**config.mk**
```make
export PLATFORM = sky130hd
export DESIGN_NAME = smss_seq
export DESIGN_NICKNAME = d
export VERILOG_FILES = /design/src/hw/rtl/smss_pkg.sv /design/src/hw/rtl/smss_cmp.sv /design/src/hw/rtl/smss_seq.sv
export VERILOG_INCLUDE_DIRS = /design/src /design/src/hw/rtl
export SDC_FILE = /design/constraint.sdc
export NUM_CORES = 1
export LEC_CHECK = 0
export ABC_AREA = 1
export CAP_MARGIN = 20
export CORE_MARGIN = 5
export CORE_UTILIZATION = 60
export CTS_BUF_LIST = sky130_fd_sc_hd__clkbuf_2
export DETAILED_ROUTE_END_ITERATION = 8
export DONT_BUFFER_PORTS = 1
export MAX_ROUTING_LAYER = met4
export PLACE_DENSITY = 0.84
export SYNTH_ARGS = -nofsm -noshare
export SYNTH_HDL_FRONTEND = slang
export SYNTH_SLANG_ARGS = --single-unit
```
**constraint.sdc**
```tcl
create_clock -name clk -period 2.9 [get_ports clk]
set_input_delay 0.58 -clock clk [delete_from_list [all_inputs] [get_ports clk]]
set_output_delay 0.58 -clock clk [all_outputs]
set_load 0.05 [all_outputs]
```
**src/hw/rtl/sorted_matrix_staircase_search_assert.svh**
```systemverilog
// ----------------------------------------------------------------------------
// sorted_matrix_staircase_search assertion macros
// shared concurrent assertion forms, clocked on clk, disabled in reset
// ----------------------------------------------------------------------------
`ifndef SORTED_MATRIX_STAIRCASE_SEARCH_ASSERT_SVH
`define SORTED_MATRIX_STAIRCASE_SEARCH_ASSERT_SVH

// same-cycle implication
`define SMSS_ASSERT_IMPL(label, ante, cons, msg) \
    label: assert property (@(posedge clk) disable iff (!rst_n) (ante) |-> (cons)) \
        else $error(msg);

// next-cycle implication
`define SMSS_ASSERT_NEXT(label, ante, cons, msg) \
    label: assert property (@(posedge clk) disable iff (!rst_n) (ante) |=> (cons)) \
        else $error(msg);

`endif

```
**src/hw/rtl/smss_pkg.sv**
```systemverilog
// ----------------------------------------------------------------------------
// smss_pkg
// sizes, types and helpers shared by the staircase search block
// ----------------------------------------------------------------------------
`default_nettype none

package smss_pkg;

    localparam int MAX_ROWS    = 64;
    localparam int MAX_COLS    = 64;
    localparam int VALUE_WIDTH = 32;

    localparam int ROW_W     = (MAX_ROWS > 1) ? $clog2(MAX_ROWS) : 1;
    localparam int COL_W     = (MAX_COLS > 1) ? $clog2(MAX_COLS) : 1;
    localparam int ADDR_W    = ROW_W + COL_W;
    localparam int MEM_DEPTH = 2 ** ADDR_W;

    localparam int FIELD_W   = 32;
    localparam int POS_W     = 6;
    localparam int CFG_W     = 7;
    localparam int CFG_IDX_W = 2;

    // width wide enough for both a register value and the size limits
    localparam int RLIM_W = $clog2(MAX_ROWS + 1);
    localparam int CLIM_W = $clog2(MAX_COLS + 1);
    localparam int LIM_W  = (RLIM_W > CLIM_W) ? RLIM_W : CLIM_W;
    localparam int SIZE_W = (LIM_W > CFG_W) ? LIM_W : CFG_W;

    localparam logic [CFG_IDX_W-1:0] CFG_ROWS = 2'd0;
    localparam logic [CFG_IDX_W-1:0] CFG_COLS = 2'd1;

    localparam logic [CFG_W-1:0] ROWS_RESET = 7'd64;
    localparam logic [CFG_W-1:0] COLS_RESET = 7'd64;

    // transaction kinds on the func field
    localparam logic FUNC_WRITE  = 1'b0;
    localparam logic FUNC_SEARCH = 1'b1;

    typedef logic signed [VALUE_WIDTH-1:0] value_t;

    typedef enum logic [2:0]
    {
        S_IDLE,
        S_CORNER,
        S_CHECK,
        S_WALK,
        S_DONE
    } state_t;

    typedef struct packed
    {
        logic [CFG_W-1:0] rows;
        logic [CFG_W-1:0] cols;
    } dims_t;

    typedef struct packed
    {
        logic gt;
        logic lt;
        logic eq;
    } cmp_t;

    typedef struct packed
    {
        logic             found;
        logic [ROW_W-1:0] row;
        logic [COL_W-1:0] col;
    } hit_t;

    typedef struct packed
    {
        logic              we;
        logic [ADDR_W-1:0] waddr;
        value_t            wdata;
        logic [ADDR_W-1:0] raddr;
    } ram_req_t;

    // sign-extend or wrap a 32-bit field to the stored value width
    function automatic value_t to_value(input logic [FIELD_W-1:0] field);
        return VALUE_WIDTH'($signed(field));
    endfunction

endpackage

`default_nettype wire

```
**src/hw/rtl/smss_cmp.sv**
```systemverilog
// ----------------------------------------------------------------------------
// smss_cmp
// shared signed three-way compare of the key against one matrix entry
// ----------------------------------------------------------------------------
`default_nettype none

module smss_cmp
    import smss_pkg::*;
(
    input  wire value_t key,
    input  wire value_t entry,
    output cmp_t        result
);

    always_comb
    begin
        result.gt = key > entry;
        result.lt = key < entry;
        result.eq = key == entry;
    end

endmodule

`default_nettype wire

```
**src/hw/rtl/smss_seq.sv**
```systemverilog
// ----------------------------------------------------------------------------
// smss_seq
// sequencer: takes items, writes entries, walks the staircase for a search
// ----------------------------------------------------------------------------
`default_nettype none

`include "sorted_matrix_staircase_search_assert.svh"

module smss_seq
    import smss_pkg::*;
(
    input  wire logic               clk,
    input  wire logic               rst_n,
    input  wire logic               req_valid,
    input  wire logic               func,
    input  wire logic [POS_W-1:0]   entry_row,
    input  wire logic [POS_W-1:0]   entry_col,
    input  wire logic [FIELD_W-1:0] entry_value,
    input  wire logic [FIELD_W-1:0] search_key,
    input  wire dims_t              dims,
    input  wire logic               out_free,
    input  wire value_t             rd_data,
    output logic                    busy,
    output ram_req_t                ram_req,
    output logic                    res_done,
    output hit_t                    res_hit
);

    state_t           state_reg, state_next;
    value_t           key_reg, key_next;
    logic [ROW_W-1:0] row_reg, row_next;
    logic [COL_W-1:0] col_reg, col_next;
    hit_t             hit_reg, hit_next;

    logic [SIZE_W-1:0] rows_ext, cols_ext, rows_sat, cols_sat;
    logic [ROW_W-1:0]  last_row;
    logic [COL_W-1:0]  last_col;
    logic              size_zero;
    logic              accept;
    logic              wr_in_range;
    cmp_t              cmp;

    // matrix in use, saturated to the storage size
    always_comb
    begin
        rows_ext  = SIZE_W'(dims.rows);
        cols_ext  = SIZE_W'(dims.cols);
        rows_sat  = (rows_ext > SIZE_W'(MAX_ROWS)) ? SIZE_W'(MAX_ROWS) : rows_ext;
        cols_sat  = (cols_ext > SIZE_W'(MAX_COLS)) ? SIZE_W'(MAX_COLS) : cols_ext;
        last_row  = ROW_W'(rows_sat - SIZE_W'(1));
        last_col  = COL_W'(cols_sat - SIZE_W'(1));
        size_zero = (dims.rows == '0) || (dims.cols == '0);
    end

    smss_cmp u_cmp
    (
        .key    (key_reg),
        .entry  (rd_data),
        .result (cmp)
    );

    assign accept      = req_valid && (state_reg == S_IDLE);
    assign busy        = state_reg != S_IDLE;
    assign wr_in_range = (int'(entry_row) < MAX_ROWS) && (int'(entry_col) < MAX_COLS);

    always_ff @(posedge clk or negedge rst_n)
    begin
        if (!rst_n)
        begin
            state_reg <= S_IDLE;
        end
        else
        begin
            state_reg <= state_next;
        end
    end

    always_ff @(posedge clk)
    begin
        key_reg <= key_next;
        row_reg <= row_next;
        col_reg <= col_next;
        hit_reg <= hit_next;
    end

    always_comb
    begin
        state_next = state_reg;
        key_next   = key_reg;
        row_next   = row_reg;
        col_next   = col_reg;
        hit_next   = hit_reg;
        res_done   = 1'b0;

        ram_req.we    = accept && (func == FUNC_WRITE) && wr_in_range;
        ram_req.waddr = {ROW_W'(entry_row), COL_W'(entry_col)};
        ram_req.wdata = to_value(entry_value);
        ram_req.raddr = '0;

        unique case (state_reg)
            S_IDLE:
            begin
                // top-left entry is read while the key is registered
                if (accept && (func == FUNC_SEARCH))
                begin
                    key_next   = to_value(search_key);
                    hit_next   = '0;
                    state_next = size_zero ? S_DONE : S_CORNER;
                end
            end
            S_CORNER:
            begin
                ram_req.raddr = {last_row, last_col};
                state_next    = cmp.gt ? S_DONE : S_CHECK;
            end
            S_CHECK:
            begin
                ram_req.raddr = {last_row, COL_W'(0)};
                row_next      = last_row;
                col_next      = '0;
                state_next    = cmp.lt ? S_DONE : S_WALK;
            end
            S_WALK:
            begin
                if (cmp.eq)
                begin
                    hit_next   = '{found: 1'b1, row: row_reg, col: col_reg};
                    state_next = S_DONE;
                end
                else if (cmp.gt)
                begin
                    if (row_reg == '0)
                    begin
                        state_next = S_DONE;
                    end
                    else
                    begin
                        row_next = row_reg - ROW_W'(1);
                    end
                end
                else
                begin
                    if (col_reg == last_col)
                    begin
                        state_next = S_DONE;
                    end
                    else
                    begin
                        col_next = col_reg + COL_W'(1);
                    end
                end
                // next entry is fetched in the same cycle as the decision
                ram_req.raddr = {row_next, col_next};
            end
            S_DONE:
            begin
                res_done = 1'b1;
                if (out_free)
                begin
                    state_next = S_IDLE;
                end
            end
            default:
            begin
                state_next = S_IDLE;
            end
        endcase
    end

    assign res_hit = hit_reg;

    `SMSS_ASSERT_IMPL(a_walk_in_bounds, state_reg == S_WALK,
        (row_reg <= last_row) && (col_reg <= last_col), "walk left the matrix in use")
    `SMSS_ASSERT_NEXT(a_match_reported, (state_reg == S_WALK) && cmp.eq,
        (state_reg == S_DONE) && hit_reg.found, "match not reported")
    `SMSS_ASSERT_NEXT(a_write_single_cycle, accept && (func == FUNC_WRITE),
        state_reg == S_IDLE, "write transaction did not complete in one cycle")

endmodule

`default_nettype wire

```
==> qor.txt, run 1 <==
crit share post-route - 1.16
NetSw - 1.48 mW
# fillers - 456
final core utilization - 0.715
data required time at the worst endpoint - 2320 ps
core area - 6870 µm²
Total Wirelength - 11100 µm
non-filler cells, final - 610
vias in the first global route - 3486
CP startpoint - key_reg[31]
DRT iter0 DRCs - 347
detailed-route DRC error count - 0
RSZ-0062 raised after global routing - yes
Reg area - 1790 µm²
DR WL/cell - 18.2 µm
Synth Register Bits - 60
initial antenna violation count - 1
top cell type's share of synthesized area - 0.398
final setup fails - 13
Hold WS - 153 ps
VDD IR-drop max - 0.000456 V
Worst Tran Pin Value - 893 ps
Combinational Power Share - 0.471
RR Endpoint - col_reg[1]
Die Y - 94.6 µm
most frequent cells in the layout - nand2_1 (93), inv_1 (82), edfxtp_1 (57)
Synth area leader - edfxtp_1
Overflow after GRT - 0
largest cells by area after synthesis - edfxtp_1 (40%), ha_1 (11%), nand2_1 (9.7%)
clock power share - 0.153
clk sinks - 60
detailed-route via count - 3495
Reg2Reg Depth - 21
Clock transition at path regs - 190 ps
share of cells above drive strength 1 - 0.273
Flop pwr share - 0.376
fin. max-slew vios - 0
drt first pass iters - 5
crit-path max FO - 6
I/O Buffers - 0
Tmin final - 3380 ps
first-pass GRT wire length - 16400 µm
setup ws final - -476 ps
largest net degree at the start of global routing - 34
Syn-to-layout area delta - 14.4%
LEAKAGE - 2.30 nW
max cap viols - 0
CTS H-tree depth - 3
internal reg-to-reg setup slack - -460 ps
Die X - 94.6 µm
HP Class - input pin to flop
most common cell after layout, fill and taps aside - nand2_1
CTS Root Cell - clkbuf_2
max reg flops - 32
CP arrival - 2800 ps
post-synthesis cell type count - 33
Critical Path Sink Type - primary output
CP endpoint - ram_req[4]
Worst-Skew Late Latency - 500 ps
Fmax - 296 MHz
multi-input combinational cell area - 2170 µm²
Syn Inst Count - 505
cell count after placement - 578
Die Footprint - 8950 µm²
Synth warnings - 0
PD cells - 682 nW/µm²
Setup CP Type - flop to primary output
GRT Total Usage - 0.249
GP Congestion - 0.947
Mapped Area - 4300 µm²
hold depth - 0
Final Hold Fails - 0
Rows - 30
Final Skew - 36.0 ps
relative slew slack - 0.401
r2r startpoint - key_reg[31]
Top Ports - 199
Initial Util - 0.625
Nets - 672
syn_nets - 669
CTS buffer count - 9
register area share after synthesis - 0.416
switch share - 0.443
vias per cell - 5.73
CTS tree - built
HPWL Detailed - 7960 µm
failing checks - setup timing
syn_area_per_cell - 8.51 µm²
DRT antenna net count - 0
status - finished, violations left
CTS Buffer Depth - 2
internal power - 1.86 mW
CP Launch Type - flop
how the worst min path moves through the flow:
stage                               from      endpoint  slack, ps
after global placement             rst_n  state_reg[2]        280
after floorplan                    rst_n  state_reg[0]        280
after detailed placement           rst_n  state_reg[1]        280
after CTS                 search_key[20]   key_reg[20]        120
final                     search_key[16]   key_reg[16]        150
after global routing      search_key[12]   key_reg[12]        110
layer usage:
layer  vias to the layer above  track usage  part of all wire
li1                       1617            -                 -
met1                      1603        0.271              0.34
met4                         0        0.141             0.049
met5                         -            -                 0
met2                       213        0.409              0.50
met3                        62       0.0669              0.11
worst max-delay path, stage by stage (launching register included):
cell      delay (ps)
edfxtp_1         470
ha_4             290
a21oi_2          170
o21a_1           160
nand2_2           80
a21oi_4          190
nand3_2          130
buf_4            180
nand2_8           90
nand4_1          110
nand2_1          110
nand2_2           70
nand2_2           90
buf_12           140
logic make-up after synthesis:
family                     share of synthesized area
AOI/OAI and AO/OA                             0.0559
xor gates and xnor gates                      0.0184
adders and majority gates                      0.108
buffers and inverters                          0.157
DFF                                            0.416
and+or+nand+nor                                0.245
per-stage QoR:
| step | setup slack, ps | setup TNS [ps] | total power, mW | area (µm²) |
|---|---|---|---|---|
| finish | -476 | -5500 | 3.35 | 4910 |
| global route | -594 | -6860 | 3.51 | 4910 |
| CTS | -400 | -4510 | 3.24 | 4730 |
| detailed placement | -243 | -2330 | 2.65 | 4390 |
| global placement | -113 | -760 | 2.60 | 4390 |
| floorplan | -17.1 | -32.6 | 2.37 | 4340 |
power by group through the flow:
stage | Clock, mW | Combinational (mW) | Sequential, mW
2_1_floorplan | 0 | 1.13 | 1.24
3_3_place_gp | 0 | 1.34 | 1.26
3_5_place_dp | 0 | 1.38 | 1.27
4_1_cts | 0.510 | 1.48 | 1.25
5_1_grt | 0.546 | 1.69 | 1.27
6_report | 0.512 | 1.58 | 1.26
final cells by class:
cell class,count,area share
antenna,1,0.000509
multi-input combinational,311,0.442
sequential,60,0.364
clock buffer,11,0.0112
clock inverter,5,0.0110
tap,96,0.0245
inverter,88,0.0678
timing repair buffer,38,0.0790
synthesized netlist by cell type, drive strengths merged:
cell,instances
nand2,125
inv,87
edfxtp,57
buf,45
nand3,40
nor2,38
ha,37
a21oi,18
o21ai,18
nor3,9
nand4,8
xor2,8
dfrtp,3
o22ai,3
nor4,2
o21a,2
a21o,1
clkbuf,1
clkinv,1
o211ai,1
xnor2,1
timing repair:
item | CTS | global route
hold buffers | 1 | 0
pin swaps | 18 | 14
resized for setup | 27 | 24
endpoints found under the hold margin | 3 | 0
setup endpoints to repair | 12 | 13
setup buffers | 12 | 2
No activity file was read; power rests on OpenSTA's default activity.
==> run 2: changes to the inputs <==
CAP_MARGIN = not set   (was 20)
CTS_BUF_LIST = sky130_fd_sc_hd__clkbuf_2 sky130_fd_sc_hd__clkbuf_4 sky130_fd_sc_hd__clkbuf_8   (was sky130_fd_sc_hd__clkbuf_2)
SLEW_MARGIN = 0   (was not set)
==> run 2 against run 1 <==
Via count grew 6.8%. Critical path type unchanged. Clock power up 52%. Flip-flop and latch count is the same. Highest routed layer unchanged. Critical path depth grew 1. Largest power group unchanged. Combinational power increased by 6%. Maximum frequency rose by 4.4%. Sequential share of layout area is 2.6 points lower. Non-clock buffer count up 15. The run still ends with setup timing left.
==> qor.txt, run 2 (synthesis gave the netlist of run 1 again) <==
status - finished, violations left (unchanged)
failing checks - setup timing (unchanged)
CTS Buffer Depth - 2 (unchanged)
Syn-to-layout area delta - 23.1% (was 14.4%)
RSZ-0062 raised after global routing - yes (unchanged)
Total Wirelength - 13000 µm (was 11100 µm)
Flop pwr share - 0.341 (was 0.376)
Tmin final - 3230 ps (was 3380 ps)
CTS H-tree depth - 3 (unchanged)
NetSw - 1.58 mW (was 1.48 mW)
CP Launch Type - flop (unchanged)
max cap viols - 0 (unchanged)
pre-CTS WS - -243 ps (unchanged)
non-filler cells, final - 624 (was 610)
crit-path max FO - 6 (unchanged)
switch share - 0.425 (was 0.443)
Worst-Skew Late Latency - 350 ps (was 500 ps)
core area - 6870 µm² (unchanged)
I/O Buffers - 0 (unchanged)
GP Congestion - 0.947 (unchanged)
PD cells - 703 nW/µm² (was 682 nW/µm²)
Setup CP Type - flop to primary output (unchanged)
max reg flops - 32 (unchanged)
cell count after placement - 578 (unchanged)
DR WL/cell - 20.8 µm (was 18.2 µm)
CP arrival - 2650 ps (was 2800 ps)
data required time at the worst endpoint - 2320 ps (about the same)
GRT Total Usage - 0.271 (was 0.249)
CTS tree - built (unchanged)
CTS Root Cell - clkbuf_8 (was clkbuf_2)
total power - 3.71 mW (was 3.35 mW)
Top Ports - 199 (unchanged)
drt first pass iters - 6 (was 5)
most frequent cells in the layout - nand2_1 (88), inv_1 (82), edfxtp_1 (57) (was nand2_1 (93), inv_1 (82), edfxtp_1 (57))
fin. max-slew vios - 0 (unchanged)
setup ws final - -334 ps (was -476 ps)
most common cell after layout, fill and taps aside - nand2_1 (unchanged)
Worst Tran Pin Value - 889 ps (was 893 ps)
Setup TNS - -3510 ps (was -5500 ps)
Die Footprint - 8950 µm² (unchanged)
LEAKAGE - 2.43 nW (was 2.30 nW)
Die Y - 94.6 µm (unchanged)
internal power - 2.14 mW (was 1.86 mW)
CTS buffer count - 9 (unchanged)
first-pass GRT wire length - 17900 µm (was 16400 µm)
HPWL Detailed - 7960 µm (unchanged)
ant diodes - 0 (was 1)
share of cells above drive strength 1 - 0.330 (was 0.273)
multi-input combinational cell area - 2320 µm² (was 2170 µm²)
Final Cell Area - 5290 µm² (was 4910 µm²)
Overflow after GRT - 0 (unchanged)
Clock transition at path regs - 80 ps (was 190 ps)
initial antenna violation count - 0 (was 1)
area post-placement - 4390 µm² (unchanged)
HP Class - input pin to flop (unchanged)
Final Skew - 13.6 ps (was 36.0 ps)
vias per cell - 5.98 (was 5.73)
clock power share - 0.209 (was 0.153)
Reg area - 1790 µm² (unchanged)
Die X - 94.6 µm (unchanged)
DRT iter0 DRCs - 359 (was 347)
final setup fails - 13 (unchanged)
largest net degree at the start of global routing - 34 (unchanged)
Rows - 30 (unchanged)
DRT antenna net count - 0 (unchanged)
Combinational Power Share - 0.449 (was 0.471)
final core utilization - 0.770 (was 0.715)
# fillers - 378 (was 456)
vias in the first global route - 3727 (was 3486)
crit share post-route - 1.12 (was 1.16)
Hold WS - 317 ps (was 153 ps)
detailed-route via count - 3734 (was 3495)
relative slew slack - 0.404 (was 0.401)
Initial Util - 0.625 (unchanged)
clk sinks - 60 (unchanged)
VDD IR-drop max - 0.000481 V (was 0.000456 V)
Fmax - 309 MHz (was 296 MHz)
Critical Path Sink Type - primary output (unchanged)
Nets - 687 (was 672)
Final Hold Fails - 0 (unchanged)
detailed-route DRC error count - 0 (unchanged)
[run 2: changes by cell type in the layout (fill, tap and decap cells not counted), moves of 5 or more]
| cell | before | now |
|---|---|---|
| buf_4 | 29 | 36 |
| buf_6 | 0 | 9 |
| clkbuf_2 | 11 | 0 |
| clkbuf_8 | 0 | 10 |
| nand2_1 | 93 | 88 |
[run 2: worst max-delay path: stages (launching register included)]
cell      delay, ps
edfxtp_1        370
ha_1            320
a21oi_1         160
o21ai_0         130
a21oi_1         150
nand2_1         100
nand2_2         160
nand2_4          80
nand2_2          70
nand2_2          70
nor2_4          210
nand4_1         160
nand2_2         110
nand2_2          80
buf_12          150
[run 2: repair_timing]
action / CTS / global route
hold endpoints to repair: 3 / 0
setup endpoints to repair: 12 / 15
resized for setup: 32 / 56
buffers inserted: 27 / 11
pin swaps: 16 / 38
hold buffers: 1 / 0
[run 2: layer usage]
| layer | routed length [µm] | share of wire | vias up | global-route usage |
|---|---|---|---|---|
| met5 | 0 | 0 | - | - |
| met4 | 630 | 0.048 | 0 | 0.143 |
| met3 | 1320 | 0.10 | 76 | 0.0805 |
| met2 | 6770 | 0.52 | 260 | 0.454 |
| met1 | 4270 | 0.33 | 1758 | 0.289 |
| li1 | - | - | 1640 | - |
[run 2: area by class of cell]
class | count | area share
Inverter | 88 | 0.0630
Clock inverter | 4 | 0.00947
Timing Repair Buffer | 53 | 0.0987
Clock buffer | 12 | 0.0289
Multi-Input combinational cell | 311 | 0.439
Sequential cell | 60 | 0.338
Tap cell | 96 | 0.0227
[run 2: final timing paths]
path | from | endpoint | slack [ps] | cells after the start
worst min register to register | row_reg[5] | res_hit[11] | 630 | 2
max in group asynchronous | rst_n | state_reg[2] | 2260 | 1
min in group asynchronous | rst_n | state_reg[1] | 490 | 1
worst max-delay path | key_reg[15] | ram_req[4] | -330 | 14
worst max register to register | key_reg[15] | col_reg[1] | -40 | 20
worst min-delay path | search_key[16] | key_reg[16] | 320 | 0
[run 2: power by group through the flow]
stage,Clock (mW),Combinational [mW],Sequential (mW)
3_5_place_dp,0,1.38,1.27
2_1_floorplan,0,1.13,1.24
5_1_grt,0.811,1.77,1.28
3_3_place_gp,0,1.34,1.26
4_1_cts,0.766,1.48,1.25
6_report,0.777,1.67,1.27
==> run 3: changes to the inputs <==
--- a/constraint.sdc
+++ b/constraint.sdc
@@ -3,2 +3,2 @@
 set_output_delay 0.58 -clock clk [all_outputs]
-set_load 0.05 [all_outputs]
+set_load 0.02 [all_outputs]
==> run 3 against run 2 <==
The run still ends with setup timing left. Largest power group unchanged. Power decreased by 8.2%. First-iteration DRC count decreased by 5.3%. Global-route usage decreased by 0.11 points. Largest cell class unchanged. Design area decreased by 1.1%. Non-clock buffer count increased by 13. Clock skew decreased by 1.5 ps. Critical path depth increased by 2. Clock-buffer cell count decreased by 3. Clock power increased by 5.1%.
==> qor.txt, run 3 (synthesis gave the netlist of run 1 again) <==
max reg flops - 32 (unchanged)
RSZ-0062 raised after global routing - yes (unchanged)
Setup TNS - -3110 ps (was -3510 ps)
detailed-route DRC error count - 0 (unchanged)
Overflow after GRT - 0 (unchanged)
clk sinks - 60 (unchanged)
LEAKAGE - 2.46 nW (was 2.43 nW)
Setup CP Type - flop to primary output (unchanged)
failing checks - setup timing (unchanged)
cell count after placement - 574 (was 578)
HP Class - input pin to flop (unchanged)
Total Wirelength - 13600 µm (was 13000 µm)
largest net degree at the start of global routing - 20 (was 34)
Final Hold Fails - 0 (unchanged)
vias in the first global route - 3749 (was 3727)
initial antenna violation count - 0 (unchanged)
CP most frequent cell - nand2_2 (unchanged)
Final Skew - 12.1 ps (was 13.6 ps)
hold depth - 0 (unchanged)
CTS H-tree depth - 3 (unchanged)
GRT Total Usage - 0.270 (was 0.271)
Tmin final - 3170 ps (was 3230 ps)
Die Footprint - 8950 µm² (unchanged)
Crit path max-delay family - simple AND/OR/NAND/NOR gates (unchanged)
Die Y - 94.6 µm (unchanged)
most common cell after layout, fill and taps aside - nand2_1 (unchanged)
detailed-route via count - 3846 (was 3734)
crit-path max FO - 6 (unchanged)
Hold WS - 327 ps (was 317 ps)
status - finished, violations left (unchanged)
final core utilization - 0.761 (was 0.770)
CTS Root Cell - clkbuf_8 (unchanged)
Critical Path Sink Type - primary output (unchanged)
GP Congestion - 0.884 (was 0.947)
Nets - 700 (was 687)
Worst-Skew Late Latency - 340 ps (was 350 ps)
max cap viols - 0 (unchanged)
Critical Path Max Stage Delay - 430 ps (was 370 ps)
VDD IR-drop max - 0.000399 V (was 0.000481 V)
Top Ports - 199 (unchanged)
DRT antenna net count - 0 (unchanged)
data required time at the worst endpoint - 2320 ps (about the same)
Reg2Reg Depth - 21 (was 20)
Fmax - 315 MHz (was 309 MHz)
vias per cell - 6.04 (was 5.98)
drt first pass iters - 7 (was 6)
WP buf/inv - 1 (unchanged)
I/O Buffers - 0 (unchanged)
Die X - 94.6 µm (unchanged)
CP Launch Type - flop (unchanged)
Clock transition at path regs - 70 ps (was 80 ps)
ant diodes - 0 (unchanged)
final setup fails - 15 (was 13)
Syn-to-layout area delta - 21.7% (was 23.1%)
most frequent cells in the layout - nand2_1 (94), inv_1 (82), edfxtp_1 (57) (was nand2_1 (88), inv_1 (82), edfxtp_1 (57))
non-filler cells, final - 637 (was 624)
DRT iter0 DRCs - 340 (was 359)
share of cells above drive strength 1 - 0.312 (was 0.330)
Initial Util - 0.625 (unchanged)
Critical Path, Cell by Cell - ha_4 -> a21oi_2 -> nor2_1 -> nor2_1 -> nand2_2 -> nand2_1 -> nand2_1 -> nand2_2 -> nand2_4 -> nand2_2 -> nand2_2 -> nor2_4 -> buf_4 -> nand3_2 -> nand3_2 -> nand2_4 (was ha_1 -> a21oi_1 -> o21ai_0 -> a21oi_1 -> nand2_1 -> nand2_2 -> nand2_4 -> nand2_2 -> nand2_2 -> nor2_4 -> nand4_1 -> nand2_2 -> nand2_2 -> buf_12)
CTS buffer count - 9 (unchanged)
Worst Tran Pin Value - 760 ps (was 889 ps)
Rows - 30 (unchanged)
CTS tree - built (unchanged)
core area - 6870 µm² (unchanged)
first-pass GRT wire length - 17900 µm (about the same)
CTS Buffer Depth - 2 (unchanged)
CP arrival - 2590 ps (was 2650 ps)
setup ws final - -273 ps (was -334 ps)
HPWL Detailed - 7860 µm (was 7960 µm)
slowest CP cell - edfxtp_1 (unchanged)
fin. max-slew vios - 0 (unchanged)
crit share post-route - 1.09 (was 1.12)
DR WL/cell - 21.3 µm (was 20.8 µm)
relative slew slack - 0.489 (was 0.404)
PD cells - 652 nW/µm² (was 703 nW/µm²)
WP depth - 16 (was 14)
-- run 3: changes by cell type in the layout (fill, tap and decap cells not counted), sizes merged --
cell	before	now
buf	52	65
clkinv	2	6
clkbuf	12	9
clkinvlp	2	0
bufinv	1	2
-- run 3: final cells by class --
cell class,count,area (µm²)
Fill cell,386,1640
Clock inverter,7,81.3
Multi-Input combinational cell,311,2220
Inverter,88,333
Timing Repair Buffer,66,562
Tap cell,96,120
Sequential cell,60,1790
Clock buffer,9,124
-- run 3: what timing repair did --
item                       4_1_cts  5_1_grt
setup endpoints to repair       12       16
buffers inserted                36       23
pin swaps                       26       36
hold endpoints to repair         3        0
hold buffers                     1        0
resized for setup               44       56
-- run 3: stage by stage --
stage          cell area, µm²  total power [mW]  setup slack, ps
2_1_floorplan            4300              2.03             17.9
3_3_place_gp             4220              2.17            -89.7
4_1_cts                  4890              3.14             -152
3_5_place_dp             4220              2.22             -145
5_1_grt                  5230              3.55             -382
6_report                 5230              3.41             -273
-- run 3: path summary, 6_finish.rpt --
path                                      to  slack, ps           from
worst max-delay path              ram_req[3]       -270     key_reg[5]
worst min-delay path              key_reg[9]        330  search_key[9]
worst max register to register    row_reg[3]         10     key_reg[5]
worst min register to register  state_reg[2]        660   state_reg[1]
max in group asynchronous       state_reg[1]       2220          rst_n
min in group asynchronous       state_reg[2]        510          rst_n
-- run 3: routing by layer --
layer / part of all wire / track usage / vias up
met5: 0 / - / -
met4: 0.059 / 0.143 / 0
met3: 0.10 / 0.0837 / 89
met2: 0.50 / 0.455 / 284
met1: 0.34 / 0.282 / 1799
li1: - / - / 1674
-- run 3: report_power, final --
| group | leakage (nW) | switching (mW) | internal [mW] |
|---|---|---|---|
| Combinational | 1.78 | 0.900 | 0.468 |
| Sequential | 0.573 | 0.108 | 1.12 |
| Clock | 0.105 | 0.345 | 0.472 |
-- run 3: worst register-to-register path, cell delays in order (launching register included) --
cell and delay (ps):
edfxtp_1 430, ha_4 270, a21oi_2 110, nor2_1 60, nor2_1 150, nand2_2 70, nand2_1 60, nand2_1 60
nand2_2 140, nand2_4 80, nand2_4 100, nand3_4 130, nand2_1 140, nand3_2 110, buf_6 140, buf_6 110
buf_6 100, buf_6 100, buf_6 100, buf_6 100, buf_6 110, o21ai_2 60
